### src/rtl/adaptive_release_output_buffer_top_defines.svh
// Assertion macros shared by the adaptive release output buffer RTL
`ifndef ADAPTIVE_RELEASE_OUTPUT_BUFFER_TOP_DEFINES_SVH
`define ADAPTIVE_RELEASE_OUTPUT_BUFFER_TOP_DEFINES_SVH

`ifndef SYNTHESIS
// Property checked at every clock edge outside reset
`define AROB_ASSERT(label, clk, rst_n, prop) \
  label: assert property (@(posedge clk) disable iff (!(rst_n)) (prop)) \
    else $error("assertion failed");
// Condition that must never be true outside reset
`define AROB_ASSERT_NEVER(label, clk, rst_n, cond) \
  label: assert property (@(posedge clk) disable iff (!(rst_n)) !(cond)) \
    else $error("forbidden condition seen");
`else
`define AROB_ASSERT(label, clk, rst_n, prop)
`define AROB_ASSERT_NEVER(label, clk, rst_n, cond)
`endif

`endif

### src/rtl/arob_pkg.sv
// Types and constants of the adaptive release output buffer
`timescale 1ns / 1ps
package arob_pkg;

  localparam int unsigned VALUE_W    = 32;
  localparam int unsigned INTERVAL_W = 16;
  localparam int unsigned OCC_W      = 4;
  localparam int unsigned APB_DATA_W = 32;
  localparam int unsigned APB_ADDR_W = 3;

  localparam logic [INTERVAL_W-1:0] INITIAL_INTERVAL_RESET = 16'd1;
  localparam logic [INTERVAL_W-1:0] MAX_INTERVAL_RESET     = 16'd160;
  localparam logic [INTERVAL_W-1:0] TICKS_RESET            = 16'd1;

  typedef enum logic {
    CMD_PUSH = 1'b0,
    CMD_TICK = 1'b1
  } cmd_e;

  typedef enum logic {
    REG_INITIAL_INTERVAL = 1'b0,
    REG_MAX_INTERVAL     = 1'b1
  } reg_idx_e;

  // Configuration seen by the control path
  typedef struct packed {
    logic                  init_load;
    logic [INTERVAL_W-1:0] init_value;
    logic [INTERVAL_W-1:0] max_interval;
  } cfg_t;

  function automatic logic [INTERVAL_W-1:0] at_least_one(input logic [INTERVAL_W-1:0] v);
    return (v == '0) ? INTERVAL_W'(1) : v;
  endfunction

endpackage

### src/rtl/arob_in_if.sv
// Input channel: push or tick items
`timescale 1ns / 1ps
interface arob_in_if
  import arob_pkg::*;
();
  logic                      valid;
  logic                      ready;
  logic                      cmd;
  logic signed [VALUE_W-1:0] value;

  modport source (output valid, output cmd, output value, input ready);
  modport sink   (input valid, input cmd, input value, output ready);
endinterface

### src/rtl/arob_out_if.sv
// Output channel: released words
`timescale 1ns / 1ps
interface arob_out_if
  import arob_pkg::*;
();
  logic                      valid;
  logic                      ready;
  logic signed [VALUE_W-1:0] released_value;
  logic [INTERVAL_W-1:0]     interval_now;
  logic [OCC_W-1:0]          occupancy;

  modport source (output valid, output released_value, output interval_now,
                  output occupancy, input ready);
  modport sink   (input valid, input released_value, input interval_now,
                  input occupancy, output ready);
endinterface

### src/rtl/arob_regs.sv
// APB configuration registers of the adaptive release output buffer
`timescale 1ns / 1ps
module arob_regs
  import arob_pkg::*;
(
  input  logic                  clk_i,
  input  logic                  rst_ni,
  input  logic                  psel,
  input  logic                  penable,
  input  logic                  pwrite,
  input  logic [APB_ADDR_W-1:0] paddr,
  input  logic [APB_DATA_W-1:0] pwdata,
  output logic [APB_DATA_W-1:0] prdata,
  output logic                  pready,
  output cfg_t                  cfg_o
);

  logic [INTERVAL_W-1:0] initial_interval_q, initial_interval_d;
  logic [INTERVAL_W-1:0] max_interval_q, max_interval_d;
  logic                  wr_en;
  reg_idx_e              reg_idx;

  assign pready  = 1'b1;
  assign wr_en   = psel && penable && pwrite && pready;
  assign reg_idx = reg_idx_e'(paddr[2]);

  always_comb begin
    initial_interval_d = initial_interval_q;
    max_interval_d     = max_interval_q;
    cfg_o.init_load    = 1'b0;
    cfg_o.init_value   = pwdata[INTERVAL_W-1:0];
    prdata             = '0;
    unique case (reg_idx)
      REG_INITIAL_INTERVAL: begin
        prdata = APB_DATA_W'(initial_interval_q);
        if (wr_en) begin
          initial_interval_d = pwdata[INTERVAL_W-1:0];
          cfg_o.init_load    = 1'b1;
        end
      end
      REG_MAX_INTERVAL: begin
        prdata = APB_DATA_W'(max_interval_q);
        if (wr_en) begin
          max_interval_d = pwdata[INTERVAL_W-1:0];
        end
      end
      default: prdata = '0;
    endcase
    cfg_o.max_interval = max_interval_q;
  end

  always_ff @(posedge clk_i or negedge rst_ni) begin
    if (!rst_ni) begin
      initial_interval_q <= INITIAL_INTERVAL_RESET;
      max_interval_q     <= MAX_INTERVAL_RESET;
    end else begin
      initial_interval_q <= initial_interval_d;
      max_interval_q     <= max_interval_d;
    end
  end

endmodule

### src/rtl/arob_mem.sv
// Word storage of the release buffer, one write and one registered read port
`timescale 1ns / 1ps
module arob_mem
  import arob_pkg::*;
#(
  parameter int unsigned BufferDepth = 8,
  localparam int unsigned PtrW = $clog2(BufferDepth)
) (
  input  logic                      clk_i,
  input  logic                      wr_en_i,
  input  logic [PtrW-1:0]           wr_addr_i,
  input  logic signed [VALUE_W-1:0] wr_data_i,
  input  logic                      rd_en_i,
  input  logic [PtrW-1:0]           rd_addr_i,
  output logic signed [VALUE_W-1:0] rd_data_o
);

  logic signed [VALUE_W-1:0] mem_q [BufferDepth];
  logic signed [VALUE_W-1:0] rd_data_q;

  always_ff @(posedge clk_i) begin
    if (wr_en_i) begin
      mem_q[wr_addr_i] <= wr_data_i;
    end
  end

  always_ff @(posedge clk_i) begin
    if (rd_en_i) begin
      rd_data_q <= mem_q[rd_addr_i];
    end
  end

  assign rd_data_o = rd_data_q;

endmodule

### src/rtl/arob_ctrl.sv
// Pointers, release timer, interval adaptation and result register
`timescale 1ns / 1ps
`include "adaptive_release_output_buffer_top_defines.svh"
module arob_ctrl
  import arob_pkg::*;
#(
  parameter int unsigned BufferDepth = 8,
  localparam int unsigned PtrW = $clog2(BufferDepth),
  localparam int unsigned CntW = $clog2(BufferDepth + 1)
) (
  input  logic                  clk_i,
  input  logic                  rst_ni,
  input  cfg_t                  cfg_i,
  input  logic                  in_valid_i,
  input  logic                  cmd_i,
  output logic                  in_ready_o,
  input  logic                  out_ready_i,
  output logic                  out_valid_o,
  output logic [INTERVAL_W-1:0] interval_now_o,
  output logic [OCC_W-1:0]      occupancy_o,
  output logic                  wr_en_o,
  output logic [PtrW-1:0]       wr_addr_o,
  output logic                  rd_en_o,
  output logic [PtrW-1:0]       rd_addr_o
);

  logic [PtrW-1:0]       head_q, head_d;
  logic [CntW-1:0]       count_q, count_d;
  logic [INTERVAL_W-1:0] interval_q, interval_d;
  logic [INTERVAL_W-1:0] ticks_q, ticks_d;
  logic                  out_valid_q, out_valid_d;
  logic [INTERVAL_W-1:0] interval_now_q, interval_now_d;
  logic [OCC_W-1:0]      occupancy_q, occupancy_d;

  logic                  accept, push, tick, pop, full, expire;
  logic [CntW:0]         tail_sum;
  logic [PtrW-1:0]       tail, head_inc;
  logic [INTERVAL_W:0]   doubled;
  logic [INTERVAL_W-1:0] cap, halved;

  assign in_ready_o = !out_valid_q || out_ready_i;
  assign accept     = in_valid_i && in_ready_o;
  assign push       = accept && (cmd_i == CMD_PUSH);
  assign tick       = accept && (cmd_i == CMD_TICK);
  assign full       = (count_q == CntW'(BufferDepth));
  assign expire     = (ticks_q <= INTERVAL_W'(1));
  assign pop        = tick && expire && (count_q != '0);

  assign tail_sum = (CntW + 1)'(head_q) + (CntW + 1)'(count_q);
  assign tail     = (tail_sum >= (CntW + 1)'(BufferDepth))
                    ? PtrW'(tail_sum - (CntW + 1)'(BufferDepth)) : PtrW'(tail_sum);
  assign head_inc = (head_q == PtrW'(BufferDepth - 1)) ? '0 : head_q + PtrW'(1);

  assign cap     = at_least_one(cfg_i.max_interval);
  assign doubled = {interval_q, 1'b0};
  assign halved  = at_least_one(interval_q >> 1);

  // Storage accesses: write at tail, or over the head when full
  assign wr_en_o   = push;
  assign wr_addr_o = full ? head_q : tail;
  assign rd_en_o   = pop;
  assign rd_addr_o = head_q;

  always_comb begin
    head_d         = head_q;
    count_d        = count_q;
    interval_d     = interval_q;
    ticks_d        = ticks_q;
    out_valid_d    = out_valid_q && !out_ready_i;
    interval_now_d = interval_now_q;
    occupancy_d    = occupancy_q;
    priority if (cfg_i.init_load) begin
      interval_d = at_least_one(cfg_i.init_value);
      ticks_d    = at_least_one(cfg_i.init_value);
    end else if (push) begin
      if (full) begin
        head_d = head_inc;
      end else begin
        count_d = count_q + CntW'(1);
      end
    end else if (tick && !expire) begin
      ticks_d = ticks_q - INTERVAL_W'(1);
    end else if (tick && (count_q == '0)) begin
      // Nothing to release: back off
      interval_d = (doubled > (INTERVAL_W + 1)'(cap)) ? cap : doubled[INTERVAL_W-1:0];
      ticks_d    = interval_d;
    end else if (pop) begin
      head_d  = head_inc;
      count_d = count_q - CntW'(1);
      if (count_q == CntW'(1)) begin
        interval_d = halved;
      end
      ticks_d        = interval_d;
      out_valid_d    = 1'b1;
      interval_now_d = interval_d;
      occupancy_d    = OCC_W'(count_d);
    end else begin
      // No transfer: hold
    end
  end

  always_ff @(posedge clk_i or negedge rst_ni) begin
    if (!rst_ni) begin
      head_q      <= '0;
      count_q     <= '0;
      interval_q  <= INITIAL_INTERVAL_RESET;
      ticks_q     <= TICKS_RESET;
      out_valid_q <= 1'b0;
    end else begin
      head_q      <= head_d;
      count_q     <= count_d;
      interval_q  <= interval_d;
      ticks_q     <= ticks_d;
      out_valid_q <= out_valid_d;
    end
  end

  always_ff @(posedge clk_i) begin
    interval_now_q <= interval_now_d;
    occupancy_q    <= occupancy_d;
  end

  assign out_valid_o    = out_valid_q;
  assign interval_now_o = interval_now_q;
  assign occupancy_o    = occupancy_q;

  `AROB_ASSERT_NEVER(a_count_overflow, clk_i, rst_ni, count_q > CntW'(BufferDepth))
  `AROB_ASSERT_NEVER(a_interval_zero, clk_i, rst_ni, interval_q == '0)
  `AROB_ASSERT_NEVER(a_ticks_zero, clk_i, rst_ni, ticks_q == '0)
  `AROB_ASSERT(a_full_push_holds, clk_i, rst_ni, push && full && !cfg_i.init_load |=> full)
  `AROB_ASSERT(a_pop_shows_result, clk_i, rst_ni, pop && !cfg_i.init_load |=> out_valid_q)

endmodule

### src/rtl/adaptive_release_output_buffer_top.sv
// Adaptive release output buffer: usage
//   in_i  : push (cmd 0, value) or tick (cmd 1) items, valid/ready transfer.
//   out_o : one released word per expiring tick that finds the buffer non-empty,
//           with the interval after the release and the occupancy left.
//   APB   : reg 0 at 0x0 initial_interval (writing it reloads interval and timer),
//           reg 1 at 0x4 max_interval. pready is always high.
// A releasing tick shows its result in the cycle after its transfer.
// Throughput: one item per cycle but for a receiver stall; every item is settled
//   in one pass of the pointer/timer logic; the word comes from the registered read.
// A push on a full buffer overwrites the oldest word. An empty expiry doubles
//   the interval up to max_interval; a pop that empties the buffer halves it.
// Reset: buffer empty, interval 1, timer 1, max_interval 160.
// Receiver stall: the result register holds; in_i.ready drops only while a
//   result waits and out_o.ready is low, so one output register parts the sides.
`timescale 1ns / 1ps
module adaptive_release_output_buffer_top
  import arob_pkg::*;
#(
  parameter int unsigned BUFFER_DEPTH = 8
) (
  input  logic                  clk_i,
  input  logic                  rst_ni,
  arob_in_if.sink               in_i,
  arob_out_if.source            out_o,
  input  logic                  psel,
  input  logic                  penable,
  input  logic                  pwrite,
  input  logic [APB_ADDR_W-1:0] paddr,
  input  logic [APB_DATA_W-1:0] pwdata,
  output logic [APB_DATA_W-1:0] prdata,
  output logic                  pready
);

  localparam int unsigned PtrW = $clog2(BUFFER_DEPTH);

  cfg_t            cfg;
  logic            wr_en, rd_en;
  logic [PtrW-1:0] wr_addr, rd_addr;

  arob_regs u_regs (
    .clk_i  (clk_i),
    .rst_ni (rst_ni),
    .psel   (psel),
    .penable(penable),
    .pwrite (pwrite),
    .paddr  (paddr),
    .pwdata (pwdata),
    .prdata (prdata),
    .pready (pready),
    .cfg_o  (cfg)
  );

  arob_ctrl #(
    .BufferDepth(BUFFER_DEPTH)
  ) u_ctrl (
    .clk_i         (clk_i),
    .rst_ni        (rst_ni),
    .cfg_i         (cfg),
    .in_valid_i    (in_i.valid),
    .cmd_i         (in_i.cmd),
    .in_ready_o    (in_i.ready),
    .out_ready_i   (out_o.ready),
    .out_valid_o   (out_o.valid),
    .interval_now_o(out_o.interval_now),
    .occupancy_o   (out_o.occupancy),
    .wr_en_o       (wr_en),
    .wr_addr_o     (wr_addr),
    .rd_en_o       (rd_en),
    .rd_addr_o     (rd_addr)
  );

  arob_mem #(
    .BufferDepth(BUFFER_DEPTH)
  ) u_mem (
    .clk_i    (clk_i),
    .wr_en_i  (wr_en),
    .wr_addr_i(wr_addr),
    .wr_data_i(in_i.value),
    .rd_en_i  (rd_en),
    .rd_addr_i(rd_addr),
    .rd_data_o(out_o.released_value)
  );

endmodule
### src/flat_wrapper.sv
// flat-port wrapper written by rule: the top's interface ports become plain ports
module adaptive_release_output_buffer_top_flat import arob_pkg::*;
#(
  parameter int unsigned BUFFER_DEPTH = 8
)
  (clk_i, rst_ni, psel, penable, pwrite, paddr, pwdata, prdata, pready, in_i_valid, in_i_cmd, in_i_value, in_i_ready, out_o_valid, out_o_released_value, out_o_interval_now, out_o_occupancy, out_o_ready);
  arob_in_if in_i_i ();
  arob_out_if out_o_i ();
  input  logic clk_i;
  input  logic rst_ni;
  input  logic psel;
  input  logic penable;
  input  logic pwrite;
  input  logic [APB_ADDR_W-1:0] paddr;
  input  logic [APB_DATA_W-1:0] pwdata;
  output logic [APB_DATA_W-1:0] prdata;
  output logic pready;
  input wire logic [$bits(in_i_i.valid)-1:0] in_i_valid;
  input wire logic [$bits(in_i_i.cmd)-1:0] in_i_cmd;
  input wire logic [$bits(in_i_i.value)-1:0] in_i_value;
  output wire logic [$bits(in_i_i.ready)-1:0] in_i_ready;
  output wire logic [$bits(out_o_i.valid)-1:0] out_o_valid;
  output wire logic [$bits(out_o_i.released_value)-1:0] out_o_released_value;
  output wire logic [$bits(out_o_i.interval_now)-1:0] out_o_interval_now;
  output wire logic [$bits(out_o_i.occupancy)-1:0] out_o_occupancy;
  input wire logic [$bits(out_o_i.ready)-1:0] out_o_ready;
  assign in_i_i.valid = in_i_valid;
  assign in_i_i.cmd = in_i_cmd;
  assign in_i_i.value = in_i_value;
  assign in_i_ready = in_i_i.ready;
  assign out_o_valid = out_o_i.valid;
  assign out_o_released_value = out_o_i.released_value;
  assign out_o_interval_now = out_o_i.interval_now;
  assign out_o_occupancy = out_o_i.occupancy;
  assign out_o_i.ready = out_o_ready;
  adaptive_release_output_buffer_top #(.BUFFER_DEPTH(BUFFER_DEPTH)) u_core (.clk_i(clk_i), .rst_ni(rst_ni), .in_i(in_i_i), .out_o(out_o_i), .psel(psel), .penable(penable), .pwrite(pwrite), .paddr(paddr), .pwdata(pwdata), .prdata(prdata), .pready(pready));
endmodule
### config.mk
export PLATFORM = sky130hd
export DESIGN_NAME = adaptive_release_output_buffer_top_flat
export DESIGN_NICKNAME = d
export VERILOG_FILES = /design/src/rtl/arob_pkg.sv /design/src/rtl/arob_in_if.sv /design/src/rtl/arob_out_if.sv /design/src/rtl/arob_regs.sv /design/src/rtl/arob_mem.sv /design/src/rtl/arob_ctrl.sv /design/src/rtl/adaptive_release_output_buffer_top.sv /design/src/flat_wrapper.sv
export VERILOG_INCLUDE_DIRS = /design/src /design/src/rtl
export SDC_FILE = /design/constraint.sdc
export NUM_CORES = 1
export LEC_CHECK = 0
export ABC_CLOCK_PERIOD_IN_PS = 7160
export BUFFER_PORTS_ARGS = -buffer_cell sky130_fd_sc_hd__buf_4
export CORE_AREA = 2 2 200 241
export DETAILED_ROUTE_END_ITERATION = 12
export DIE_AREA = 0 0 202 243
export REMOVE_ABC_BUFFERS = 1
export SLEW_MARGIN = 20
export SYNTH_ARGS = -nofsm -noshare
export SYNTH_HDL_FRONTEND = slang
export SYNTH_SLANG_ARGS = --single-unit
export TNS_END_PERCENT = 10
### constraint.sdc
create_clock -name clk_i -period 7.16 [get_ports clk_i]
set_input_delay 0.358 -clock clk_i [delete_from_list [all_inputs] [get_ports clk_i]]
set_output_delay 0.358 -clock clk_i [all_outputs]
set_load 0.02 [all_outputs]
==> results.json <==
{
  "nNetsFinal": 1224,
  "placed_cells": 1703,
  "vias": 9083,
  "critPathMaxStageDelay_ps": 670,
  "ys_seq_area_frac": 0.683,
  "reg2reg_depth": 7,
  "async_reset_ff_frac": 0.189,
  "grt_max_degree": 73,
  "post_synth.cell_area_avg_um2": 16.5,
  "cts_max_level": 2,
  "clk_latency_ps": 550,
  "holdPathStages": 1,
  "wl_per_cell_um": 20.5,
  "switchingPower_mw": 2.01,
  "cts_sinks": 380,
  "clock_path_buffers": 3,
  "crit_required_ps": 7350,
  "yosys_most_used_dff": "edfxtp_1",
  "syn_to_final_growth_pct": 18.3,
  "cp_top_family": "simple AND/OR/NAND/NOR gates",
  "drtAntennaViolNets": 0,
  "fmax_mhz": 276,
  "slew_violations": 0,
  "routed_via_density": 5.11,
  "cts.clk_slew.worst_paths_ps": 60,
  "path_depth": 7,
  "rsz0062_at_grt": "no",
  "place_congestion": 0.829,
  "ys_ff_latch": 380,
  "layout-drive-gt1-share": 0.335,
  "yosysUniqueCellTypes": 65,
  "wl_mm": 36.4,
  "critical_path_class": "flop to flop",
  "fin_crit_ps": 3620,
  "grt_antenna_before_repair": 1,
  "dp_hpwl_mm": 22.0,
  "sequentialPowerShare": 0.446,
  "finalCritPeriodShare": 0.505,
  "synthSimpleGateAreaFrac": 0.0596,
  "grt_pass1_vias": 9483,
  "clockPowerShare": 0.289,
  "ios": 162,
  "chipWidth_um": 202,
  "initial_core_util": 0.347,
  "drt_iter0_drc": 537,
  "final_hold_viol_count": 0,
  "syn-cell-area_um2": 16200,
  "tns_ps": 0,
  "cts_tree": "done",
  "root_buffer": "clkbuf_16",
  "tightest_slew_ps": 1030,
  "p_comb_frac": 0.265,
  "drt_pass1_iterations": 5,
  "ir_drop_uv": 228,
  "maxSlewHeadroom": 0.307,
  "grt_use_total": 0.149,
  "cp_slowest_cell": "dfrtp_4",
  "gr-total-overflow": 0,
  "final_cell_count_no_fill": 1776,
  "startpoint_type": "flop",
  "portBuffers": 126,
  "switching_share": 0.293,
  "synth-xor-area-share": 0.00379,
  "grt_pass1_wl_mm": 55.9,
  "path_cells": "ha_1, fa_1, mux2i_1, xnor2_1, nand2_1, nor3_2, buf_4",
  "powerDensity_nw_per_um2": 358,
  "synth_edf_count": 308,
  "die_area_um2": 49100,
  "leakage_nw": 6.84,
  "end_kind": "flop",
  "cts_buffers": 40,
  "die_h_um": 243,
  "worstHoldPathType": "primary input to flop",
  "cp_max_fo": 25,
  "cts_resized": 0,
  "skew_ps": 17.6,
  "crit_buf_inv": 1,
  "synthMuxAreaShare": 0.155,
  "yosys_warnings": 0,
  "cts_setup_buffers": 0,
  "setup_viol": 0,
  "core_um2": 46700,
  "synth_compound_area_frac": 0.0525,
  "post_synth_fa_ha_maj_area_fraction": 0.0198,
  "outcome": "finished clean",
  "synth_top_family_by_area": "multiplexers",
  "drc": 0,
  "crit_arrival_ps": 3800,
  "maxCapViolations": 0,
  "p_int_mw": 4.85,
  "cts_hold_buf": 2,
  "rows": 87,
  "postSynthCellCount": 979
}
per-stage QoR:
stage                util  setup slack (ps)  hold WS, ps  cell area (um2)  total power, mW
finish              0.410              3540         43.8            19200             6.87
global route        0.410              3200         20.7            19200             7.24
CTS                 0.410              3370         8.40            19200             6.99
detailed placement  0.383              3410          456            17900             4.97
global placement    0.383              3500          446            17900             4.93
floorplan               -             -75.3         62.4            15900             4.40
cells by family (layout without fill, tap and decap cells):
kind of cell / count (synthesis) / after routing
flops: 380 / 380
simple gates: 193 / 193
mux: 161 / 161
compound gates: 123 / 123
buf+inv: 88 / 246
fa+ha+maj: 25 / 25
xor+xnor: 7 / 7
other cells: 2 / 18
power by group through the flow:
stage / registers [mW] / logic [mW] / clock network [mW]
floorplan: 3.16 / 1.24 / 0
global placement: 3.09 / 1.84 / 0
detailed placement: 3.11 / 1.86 / 0
CTS: 3.06 / 1.87 / 2.05
global route: 3.10 / 2.01 / 2.13
finish: 3.06 / 1.82 / 1.98
synth_stat cells (13+ instances only):
cell type | count | area [um2]
a31oi_1 | 13 | 81.3
nor4_1 | 14 | 87.6
nor2_1 | 36 | 135
mux4_2 | 64 | 1440
mux2i_1 | 15 | 150
o21ai_0 | 30 | 150
a21oi_1 | 18 | 90.1
mux2_2 | 82 | 923
nor3_1 | 23 | 115
edfxtp_1 | 308 | 9250
clkbuf_1 | 28 | 105
inv_1 | 28 | 105
dfrtp_1 | 67 | 1680
ha_1 | 24 | 300
nand2_1 | 61 | 229
buf_4 | 19 | 143
layer usage:
layer	vias to the layer above	wire [um]	share of wire	GRT usage
met3	69	1850	0.051	0.0283
met5	-	0	0	0
li1	4123	-	-	-
met4	0	1010	0.028	0.0497
met1	4623	15100	0.42	0.186
met2	268	18400	0.51	0.259
final timing paths:
check | startpoint | endpoint | slack (ps)
setup / recovery | u_core.u_ctrl.rd_addr_o[0]$_DFFE_PN0P_ | u_core.u_mem.mem_q[6][27]$_DFFE_PP_ | 3540
hold / removal | in_i_value[20] | u_core.u_mem.mem_q[2][20]$_DFFE_PP_ | 40
setup reg to reg | u_core.u_ctrl.rd_addr_o[0]$_DFFE_PN0P_ | u_core.u_mem.mem_q[6][27]$_DFFE_PP_ | 3540
hold reg to reg | u_core.u_regs.initial_interval_q[0]$_DFFE_PN1P_ | u_core.u_regs.initial_interval_q[0]$_DFFE_PN1P_ | 460
max in group asynchronous | rst_ni | u_core.u_ctrl.rd_addr_o[0]$_DFFE_PN0P_ | 5900
min in group asynchronous | rst_ni | u_core.u_regs.initial_interval_q[5]$_DFFE_PN0P_ | 500
cell usage in the layout (no fill, tap or decap), drive strengths merged, types with 26 or more instances in the layout:
cell    count
buf       146
clkbuf     46
dfrtp      67
edfxtp    308
inv        31
mux2       82
mux4       64
nand2      62
nor2       41
nor3       26
o21ai      32
state kept, by name (all words and copies together) (netlist names), 4 cells and up:
register / cells
u_core.u_mem.rd_data_o: 32
u_core.u_regs.max_interval_q: 16
u_core.u_regs.initial_interval_q: 16
u_core.u_ctrl.interval_q: 16
u_core.u_ctrl.occupancy_o: 4
u_core.u_ctrl.ticks_q: 16
u_core.u_mem.mem_q: 256
u_core.u_ctrl.interval_now_o: 16
u_core.u_ctrl.count_q: 4
worst register-to-register path: stages (launching register included):
cell and delay (ps):
dfrtp_4 670, ha_1 290, fa_1 380, mux2i_1 140, xnor2_1 410, nand2_1 200, nor3_2 630, buf_4 530
final cells by class:
class,instances,area [um2]
multi-input combinational,526,4850
sequential,380,11100
clock inverter,24,200
antenna,1,2.50
tap,623,779
fill,4211,27500
timing repair buffer,148,1120
inverter,28,105
clock buffer,46,1040
No activity file was read; power rests on OpenSTA's default activity.
